## config.mk

```make
export PLATFORM = sky130hd
export DESIGN_NAME = text_console_cursor_engine
export DESIGN_NICKNAME = d
export VERILOG_FILES = /design/src/rtl/core/tcce_pkg.sv /design/src/rtl/core/text_console_cursor_engine.sv /design/src/rtl/core/tcce_cmd.sv
export VERILOG_INCLUDE_DIRS = /design/src /design/src/rtl/core
export SDC_FILE = /design/constraint.sdc
export NUM_CORES = 1
export LEC_CHECK = 0
export BUFFER_PORTS_ARGS = -buffer_cell sky130_fd_sc_hd__buf_2
export CORE_UTILIZATION = 59
export CTS_BUF_LIST = sky130_fd_sc_hd__clkbuf_8
export DETAILED_ROUTE_END_ITERATION = 6
export GPL_TIMING_DRIVEN = 0
export PLACE_DENSITY = 0.8
export SETUP_SLACK_MARGIN = 0.1
export SLEW_MARGIN = 20
export SYNTH_ARGS = -nofsm -noshare
export SYNTH_HDL_FRONTEND = slang
export SYNTH_HIERARCHICAL = 1
export SYNTH_SLANG_ARGS = --single-unit
```

## constraint.sdc

```tcl
create_clock -name i_clk -period 5.7 [get_ports i_clk]
set_input_delay 0.57 -clock i_clk [delete_from_list [all_inputs] [get_ports i_clk]]
set_output_delay 0.57 -clock i_clk [all_outputs]
set_load 0.02 [all_outputs]
```

## src/rtl/core/text_console_cursor_engine_assert.svh

```systemverilog
// ----------------------------------------------------------------------------
// Assertion macros for the text console cursor engine
// Clocked on i_clk, disabled while i_rst_n is low.
// ----------------------------------------------------------------------------
`ifndef TEXT_CONSOLE_CURSOR_ENGINE_ASSERT_SVH
`define TEXT_CONSOLE_CURSOR_ENGINE_ASSERT_SVH

// same-cycle implication
`define TCCE_ASSERT_IMPL(label, ante, cons) \
    label: assert property (@(posedge i_clk) disable iff (!i_rst_n) (ante) |-> (cons)) \
        else $error("tcce assertion failed");

// next-cycle implication
`define TCCE_ASSERT_NEXT(label, ante, cons) \
    label: assert property (@(posedge i_clk) disable iff (!i_rst_n) (ante) |=> (cons)) \
        else $error("tcce assertion failed");

`endif

```

## src/rtl/core/tcce_pkg.sv

```systemverilog
// ----------------------------------------------------------------------------
// tcce_pkg
// Shared types, codes and helpers of the text console cursor engine.
// ----------------------------------------------------------------------------
package tcce_pkg;

    // screen geometry defaults
    localparam int DEF_COLUMNS = 80;
    localparam int DEF_ROWS    = 25;

    // field widths
    localparam int COL_W   = 7;
    localparam int ROW_W   = 5;
    localparam int POS_W   = 11;
    localparam int CHAR_W  = 8;
    localparam int NIB_W   = 4;
    localparam int CFG_IDX_W = 2;

    // character codes
    localparam logic [CHAR_W-1:0] NEWLINE_CODE = 8'h0A;
    localparam logic [CHAR_W-1:0] SPACE_CODE   = 8'h20;

    // configuration register indexes
    localparam logic [CFG_IDX_W-1:0] CFG_TEXT_FG     = 2'd0;
    localparam logic [CFG_IDX_W-1:0] CFG_TEXT_BG     = 2'd1;
    localparam logic [CFG_IDX_W-1:0] CFG_BLANK_COLOR = 2'd2;

    // configuration reset values
    localparam logic [NIB_W-1:0] RST_TEXT_FG     = 4'hF;
    localparam logic [NIB_W-1:0] RST_TEXT_BG     = 4'h0;
    localparam logic [NIB_W-1:0] RST_BLANK_COLOR = 4'h0;

    // command codes
    typedef enum logic [1:0] {
        MODE_PUT   = 2'd0,
        MODE_BKSP  = 2'd1,
        MODE_CLEAR = 2'd2,
        MODE_MOVE  = 2'd3
    } t_mode;

    // one command request
    typedef struct packed {
        t_mode             mode;
        logic [CHAR_W-1:0] char_code;
        logic [COL_W-1:0]  move_col;
        logic [ROW_W-1:0]  move_row;
    } t_in_item;

    // one result
    typedef struct packed {
        logic              cell_write;
        logic [POS_W-1:0]  cell_index;
        logic [CHAR_W-1:0] cell_char;
        logic [CHAR_W-1:0] cell_attr;
        logic [POS_W-1:0]  cursor_pos;
        logic              clear_screen;
    } t_out_item;

    // color registers
    typedef struct packed {
        logic [NIB_W-1:0] text_fg;
        logic [NIB_W-1:0] text_bg;
        logic [NIB_W-1:0] blank_color;
    } t_cfg;

    // cursor coordinates
    typedef struct packed {
        logic [COL_W-1:0] col;
        logic [ROW_W-1:0] row;
    } t_cursor;

    // linear position row*cols + col, kept to the low POS_W bits
    function automatic logic [POS_W-1:0] lin_pos(input t_cursor cur,
                                                 input logic [COL_W-1:0] cols);
        logic [POS_W:0] sum;
        sum = (POS_W+1)'(cur.row) * (POS_W+1)'(cols) + (POS_W+1)'(cur.col);
        return sum[POS_W-1:0];
    endfunction

endpackage

```

## src/rtl/core/text_console_cursor_engine.sv

```systemverilog
// ----------------------------------------------------------------------------
// text_console_cursor_engine
// Character console cursor engine: one cell write / cursor result per command.
// ----------------------------------------------------------------------------
// Usage:
//   Command channel i_in_valid / o_in_stall / i_in_data carries one command
//   (put, backspace, clear, move). Each command yields exactly one result on
//   o_out_valid / i_out_stall / o_out_data: an optional cell write, a clear
//   flag and the cursor position after the command.
//   Config channel i_cfg_valid / o_cfg_ready writes the color registers by
//   index (0 text fg, 1 text bg, 2 blank color); the port is always ready. The user
//   must write it only while no command is in flight; the block does not enforce it.
//   A command passes from the input register to the result register. Throughput:
//   one command per cycle while the receiver does not stall, set by the cursor
//   register pair which is updated as each command moves into the result
//   register.
//   Receiver stall: the result register holds; the input register still takes
//   one more command, then o_in_stall rises until the result is taken.
//   Reset: cursor goes to 0,0, colors to fg 15, bg 0, blank 0, both stages
//   empty.
// ----------------------------------------------------------------------------
module text_console_cursor_engine #(
    parameter int COLUMNS = tcce_pkg::DEF_COLUMNS,
    parameter int ROWS    = tcce_pkg::DEF_ROWS
) (
    input  logic                           i_clk,
    input  logic                           i_rst_n,
    // command requests
    input  logic                           i_in_valid,
    output logic                           o_in_stall,
    input  tcce_pkg::t_in_item             i_in_data,
    // results
    output logic                           o_out_valid,
    input  logic                           i_out_stall,
    output tcce_pkg::t_out_item            o_out_data,
    // configuration writes
    input  logic                           i_cfg_valid,
    output logic                           o_cfg_ready,
    input  logic [tcce_pkg::CFG_IDX_W-1:0] i_cfg_index,
    input  logic [tcce_pkg::NIB_W-1:0]     i_cfg_data
);

    localparam logic [tcce_pkg::COL_W-1:0] COL_LAST = tcce_pkg::COL_W'(COLUMNS - 1);
    localparam logic [tcce_pkg::ROW_W-1:0] ROW_LAST = tcce_pkg::ROW_W'(ROWS - 1);
    localparam logic [tcce_pkg::COL_W-1:0] COL_CNT  = tcce_pkg::COL_W'(COLUMNS);

    logic                r_in_vld;
    tcce_pkg::t_in_item  r_in;
    logic                r_out_vld;
    tcce_pkg::t_out_item r_out;
    tcce_pkg::t_cursor   r_cur;
    tcce_pkg::t_cursor   n_cur;
    tcce_pkg::t_cfg      r_cfg;
    tcce_pkg::t_out_item n_out;
    logic                w_in_acc;
    logic                w_fire;

    // handshake: move the input stage forward when the result slot frees
    assign w_fire      = r_in_vld && (!r_out_vld || !i_out_stall);
    assign o_in_stall  = r_in_vld && !w_fire;
    assign w_in_acc    = i_in_valid && !o_in_stall;
    assign o_out_valid = r_out_vld;
    assign o_out_data  = r_out;
    assign o_cfg_ready = 1'b1;

    // command decode
    tcce_cmd #(
        .COLUMNS (COLUMNS),
        .ROWS    (ROWS)
    ) u_cmd (
        .i_item (r_in),
        .i_cur  (r_cur),
        .i_cfg  (r_cfg),
        .o_nxt  (n_cur),
        .o_res  (n_out)
    );

    // stage valids and cursor
    always_ff @(posedge i_clk) begin
        if (!i_rst_n) begin
            r_in_vld  <= 1'b0;
            r_out_vld <= 1'b0;
            r_cur     <= '0;
        end else begin
            if (w_in_acc) begin
                r_in_vld <= 1'b1;
            end else if (w_fire) begin
                r_in_vld <= 1'b0;
            end
            if (w_fire) begin
                r_out_vld <= 1'b1;
                r_cur     <= n_cur;
            end else if (r_out_vld && !i_out_stall) begin
                r_out_vld <= 1'b0;
            end
        end
    end

    // payload registers
    always_ff @(posedge i_clk) begin
        if (w_in_acc) begin
            r_in <= i_in_data;
        end
        if (w_fire) begin
            r_out <= n_out;
        end
    end

    // color registers
    always_ff @(posedge i_clk) begin
        if (!i_rst_n) begin
            r_cfg.text_fg     <= tcce_pkg::RST_TEXT_FG;
            r_cfg.text_bg     <= tcce_pkg::RST_TEXT_BG;
            r_cfg.blank_color <= tcce_pkg::RST_BLANK_COLOR;
        end else if (i_cfg_valid && o_cfg_ready) begin
            unique case (i_cfg_index)
                tcce_pkg::CFG_TEXT_FG:     r_cfg.text_fg     <= i_cfg_data;
                tcce_pkg::CFG_TEXT_BG:     r_cfg.text_bg     <= i_cfg_data;
                tcce_pkg::CFG_BLANK_COLOR: r_cfg.blank_color <= i_cfg_data;
                default:                   r_cfg             <= r_cfg;
            endcase
        end
    end

    // checks
    `include "text_console_cursor_engine_assert.svh"

    `TCCE_ASSERT_IMPL(a_cursor_range, 1'b1, r_cur.col <= COL_LAST && r_cur.row <= ROW_LAST)
    `TCCE_ASSERT_IMPL(a_write_xor_clear, r_out_vld, !(r_out.cell_write && r_out.clear_screen))
    `TCCE_ASSERT_IMPL(a_clear_homes, r_out_vld && r_out.clear_screen, r_out.cursor_pos == '0)
    `TCCE_ASSERT_NEXT(a_pos_tracks_cursor, w_fire, r_out.cursor_pos == tcce_pkg::lin_pos(r_cur, COL_CNT))

endmodule

```

## src/rtl/core/tcce_cmd.sv

```systemverilog
// ----------------------------------------------------------------------------
// tcce_cmd
// Command decode: next cursor and result fields for one command.
// ----------------------------------------------------------------------------
module tcce_cmd #(
    parameter int COLUMNS = tcce_pkg::DEF_COLUMNS,
    parameter int ROWS    = tcce_pkg::DEF_ROWS
) (
    input  tcce_pkg::t_in_item  i_item,
    input  tcce_pkg::t_cursor   i_cur,
    input  tcce_pkg::t_cfg      i_cfg,
    output tcce_pkg::t_cursor   o_nxt,
    output tcce_pkg::t_out_item o_res
);

    localparam logic [tcce_pkg::COL_W-1:0] COL_LAST = tcce_pkg::COL_W'(COLUMNS - 1);
    localparam logic [tcce_pkg::ROW_W-1:0] ROW_LAST = tcce_pkg::ROW_W'(ROWS - 1);
    localparam logic [tcce_pkg::COL_W-1:0] COL_CNT  = tcce_pkg::COL_W'(COLUMNS);

    logic [tcce_pkg::ROW_W-1:0]  w_row_inc;
    logic [tcce_pkg::POS_W-1:0]  w_pos_cur;
    logic [tcce_pkg::POS_W-1:0]  w_pos_nxt;
    logic [tcce_pkg::CHAR_W-1:0] w_blank_attr;
    tcce_pkg::t_cursor           w_nxt;
    tcce_pkg::t_out_item         w_res;

    // row advance with wrap, no scrolling
    assign w_row_inc    = (i_cur.row >= ROW_LAST) ? '0 : i_cur.row + 1'b1;
    assign w_blank_attr = {i_cfg.blank_color, i_cfg.blank_color};
    assign w_pos_cur    = tcce_pkg::lin_pos(i_cur, COL_CNT);
    assign w_pos_nxt    = tcce_pkg::lin_pos(w_nxt, COL_CNT);

    // next cursor
    always_comb begin
        w_nxt = i_cur;
        unique case (i_item.mode)
            tcce_pkg::MODE_PUT: begin
                if (i_item.char_code == tcce_pkg::NEWLINE_CODE || i_cur.col >= COL_LAST) begin
                    w_nxt.col = '0;
                    w_nxt.row = w_row_inc;
                end else begin
                    w_nxt.col = i_cur.col + 1'b1;
                end
            end
            tcce_pkg::MODE_BKSP: begin
                if (i_cur.col != '0) begin
                    w_nxt.col = i_cur.col - 1'b1;
                end else if (i_cur.row != '0) begin
                    w_nxt.row = i_cur.row - 1'b1;
                    w_nxt.col = COL_LAST;
                end
            end
            tcce_pkg::MODE_CLEAR: begin
                w_nxt = '0;
            end
            tcce_pkg::MODE_MOVE: begin
                w_nxt.col = (i_item.move_col > COL_LAST) ? COL_LAST : i_item.move_col;
                w_nxt.row = (i_item.move_row > ROW_LAST) ? ROW_LAST : i_item.move_row;
            end
            default: w_nxt = i_cur;
        endcase
    end

    // result fields
    always_comb begin
        w_res            = '0;
        w_res.cursor_pos = w_pos_nxt;
        unique case (i_item.mode)
            tcce_pkg::MODE_PUT: begin
                if (i_item.char_code != tcce_pkg::NEWLINE_CODE) begin
                    w_res.cell_write = 1'b1;
                    w_res.cell_index = w_pos_cur;
                    w_res.cell_char  = i_item.char_code;
                    w_res.cell_attr  = {i_cfg.text_fg, i_cfg.text_bg};
                end
            end
            tcce_pkg::MODE_BKSP: begin
                // nothing happens at the origin
                if (i_cur.col != '0 || i_cur.row != '0) begin
                    w_res.cell_write = 1'b1;
                    w_res.cell_index = w_pos_nxt;
                    w_res.cell_char  = tcce_pkg::SPACE_CODE;
                    w_res.cell_attr  = w_blank_attr;
                end
            end
            tcce_pkg::MODE_CLEAR: begin
                // fill value travels with the clear flag
                w_res.clear_screen = 1'b1;
                w_res.cell_char    = tcce_pkg::SPACE_CODE;
                w_res.cell_attr    = w_blank_attr;
            end
            tcce_pkg::MODE_MOVE: begin
                w_res.cell_write = 1'b0;
            end
            default: w_res.cell_write = 1'b0;
        endcase
    end

    assign o_nxt = w_nxt;
    assign o_res = w_res;

endmodule
```

==> impl_results.md <==
* Outcome: finished clean
* Yosys cell types at a little over 60
* Maximum vdd drop at around 0.18 mV
* Async S/R FF share, synth at 0%
* CTS Hold Bufs at 0
* Total grt overflow at 0
* Syn_nets at approximately 490
* Setup crit start kind: register
* R2R setup slack at approximately 1100 ps
* Tmin final at 4600 ps
* # Post-CTS Setup Buffers at 0
* Core region area at between 0.007 and 0.008 mm^2
* Hold Fails Final Rpt at 0
* Crit path kind: reg2reg
* Critical Path RT at between 5000 and 6000 ps
* Post-synth EDFFs at 62
* ANT cells at 0
* Main combinational cell family by area after synthesis: simple AND/OR/NAND/NOR gates
* Reg2reg start: r_cur[0]
* Least-Margin Pin Slew at 653.6 ps
* Io pins at between 70 and 80
* DRC at 0
* Pwr per Cell Area at approximately 280 mW/mm^2
* Area leader, netlist: edfxtp_1
* Buffers added on ports at 73
* R2r endpoint: o_out_data[38]
* Routed wire length at 10090 um
* Largest net degree at the start of global routing at 50
* TritonCTS clock tree: yes
* Mapped Avg Cell Area at about 11 um^2
* Die Area at between 0.008 and 0.009 mm^2
* TritonRoute pass-1 iters at 4
* Post-synthesis cell count at around 430
* R2R cell count at 16
* Initial Util at between 60% and 70%
* Final Util at between 70% and 80%
* CP Max Fanout at 9
* Fraction of the mapped netlist area in adder cells at 7.931%
* Longest Clk Path Bufs at 2
* Post-synthesis compound-gate area fraction at between 10% and 20%
* RSZ-0062 raised after global routing: no
* Prevailing post-synth register cell: edfxtp_1
* Relative slew slack at between 50% and 60%
* Worst skew pair latency at about 370 ps
* Total global-route track usage at 24.80%
* Yosys reg bits at 88
* Vias in the first global route at around 3300
* Post-synthesis mux area share at roughly 5.1%
* P_leak at about 2.3 nW
* Clk_skew at approximately 16 ps
* Clk sinks at between 80 and 90
* Synthesized cell area at 0.004796 mm^2
* Most common cell in the netlist: edfxtp_1
* Die height at between 90 and 100 um
* DR iter-0 viols at between 150 and 200
* Chip width at a little over 90 um
* First-pass GRT wire length at ~16000 um
* Synth top cells by count: edfxtp_1, nand2_1, dfxtp_1
* CTS buffer count at 9
* Arr. time, crit path at between 4000 and 5000 ps
* Final setup violation count at 0
* Vias/cell at between 5 and 6
* Routed Antenna Nets at 0
* Max Cap Viol at 0
* Fraction of layout cells with a size suffix above 1 at between 20% and 30%
* Vias after detailed routing at about 3500
* Fill cells at slightly below 600
* Post-Synth XOR/XNOR Area at under 10%
* Post-DR wirelength/cell at between 15 and 20 um
* Root buf cell: clkbuf_8
* Seq/Total Area, Yosys at between 40% and 50%
* Area of the multi-input gates at between 0.002 and 0.0025 mm^2
* H-Tree Depth at 3
* Worst Setup SP: r_cur[0]
* Top-area cell type share of the netlist area at about two fifths
* Antenna violations before repair at 0
* HPWL Detailed at ~7500 um
* Nets at approximately 570
* Clock slew at reported path FFs at ~100 ps
* Tot Pwr at 0.001561 W
* Capturing element type of the critical path: register
* Row cnt at 32
* Worst Hold Class: in2reg
* Post-Synth Simple-Gate Area at 14.71%
* Largest cells by area after synthesis: edfxtp_1, dfxtp_1, ha_1
* Final Max Slew Viols at 0
* Area growth syn-to-layout at 15.97%
* Max frequency at 0.2174 GHz
* YS warnings at 6
* Final worst path period share at ~80%
* FF/Latch Area at around 0.0024 mm^2
* Setup TNS at 0 ps
* Routability cong. at 0.8877
* Post-cts sizing count at 0
* Worst setup endpoint: o_out_data[38]
## routing by layer
metal	wire length (um)	vias to the layer above	track usage, %
li1	-	1720	-
met1	4342	1670	32.07
met2	4952	126	41.04
met3	620	18	4.312
met4	173	0	10.55
met5	0	-	0
## critical path, stage by stage, from the launching register on
cell      delay (ps)
dfxtp_1          450
inv_1            170
ha_1             190
or4b_1           510
and3_1           290
nand2_1           80
o21ai_0           80
a221oi_1         310
a21o_1           290
ha_1             300
ha_1             220
inv_1             70
fa_1             450
nand3b_1         220
o32ai_1          350
xnor2_1          150
a22o_1           240
## flip-flops by register name, indices dropped and copies added, names as in the netlist
| signal | flops |
|---|---|
| r_cur | 12 |
| r_in | 22 |
| r_cfg | 12 |
| o_out_data | 40 |
| r_in_vld | 1 |
| o_out_valid | 1 |
## kinds of logic (layout without fill, tap and decap cells)
kind of cell	Yosys count	count (layout)
AND/OR/NAND/NOR	132	132
flip-flops	88	88
AO/OA/AOI/OAI	87	87
buffers and inverters	45	135
adder cells (fa/ha/maj)	28	28
multiplexers	24	24
XOR/XNOR	21	21
other	1	1
## layout make-up
class                           instances  area share (%)
Tap cell                              102           2.295
Multi-Input combinational cell        293           38.88
Buffer                                 27           3.352
Clock buffer                            9           2.227
Timing Repair Buffer                   74           6.772
Clock inverter                          7           2.430
Inverter                               18           1.215
Sequential cell                        88           42.83
## stage by stage
step / cells / hold WS, ps / setup WS, ps / instance area, um^2
finish: 618 / 368.8 / 1100 / 5562
global placement: 601 / 445.7 / 1277 / 5289
detailed placement: 602 / 456.1 / 1178 / 5303
global route: 618 / 355.0 / 835.8 / 5562
floorplan: 426 / 435.0 / 1752 / 4796
CTS: 618 / 360.5 / 1140 / 5562
## power breakdown
| group | total (W) | switching, W | internal (W) |
|---|---|---|---|
| combinational | 0.000274 | 0.000165 | 0.000109 |
| sequential | 0.000745 | 0.0000176 | 0.000727 |
| clock | 0.000542 | 0.000241 | 0.000301 |
| total | 0.00156 | 0.000424 | 0.00114 |
## how the worst min path moves through the flow
stage	from	to	slack (ps)	depth (start not counted)
2_1_floorplan	r_cfg[4]	r_cfg[4]	440	2
6_report	i_in_data[16]	r_in[16]	370	1
3_5_place_dp	r_cfg[7]	r_cfg[7]	460	2
5_1_grt	i_in_data[17]	r_in[17]	350	1
4_1_cts	i_in_data[16]	r_in[16]	360	1
3_3_place_gp	r_cfg[5]	r_cfg[5]	450	2
## cells in the final DEF (no fill, tap or decap), drive strengths merged, types with 3 or more instances in the layout
cell type / count
nor3: 6
a21boi: 4
o21a: 3
nor4b: 4
o21ai: 13
xnor2: 11
clkbuf: 13
xor2: 10
nor2: 15
or2: 3
nor3b: 4
nand3: 8
fa: 4
mux2i: 22
a22o: 17
nand2b: 3
nor2b: 5
inv: 21
o211ai: 5
a21oi: 19
edfxtp: 62
o311ai: 3
bufinv: 3
nand2: 58
a21o: 8
dfxtp: 26
nand4bb: 4
ha: 24
buf: 97
and2: 10
Power figures use the tool's default switching activity.
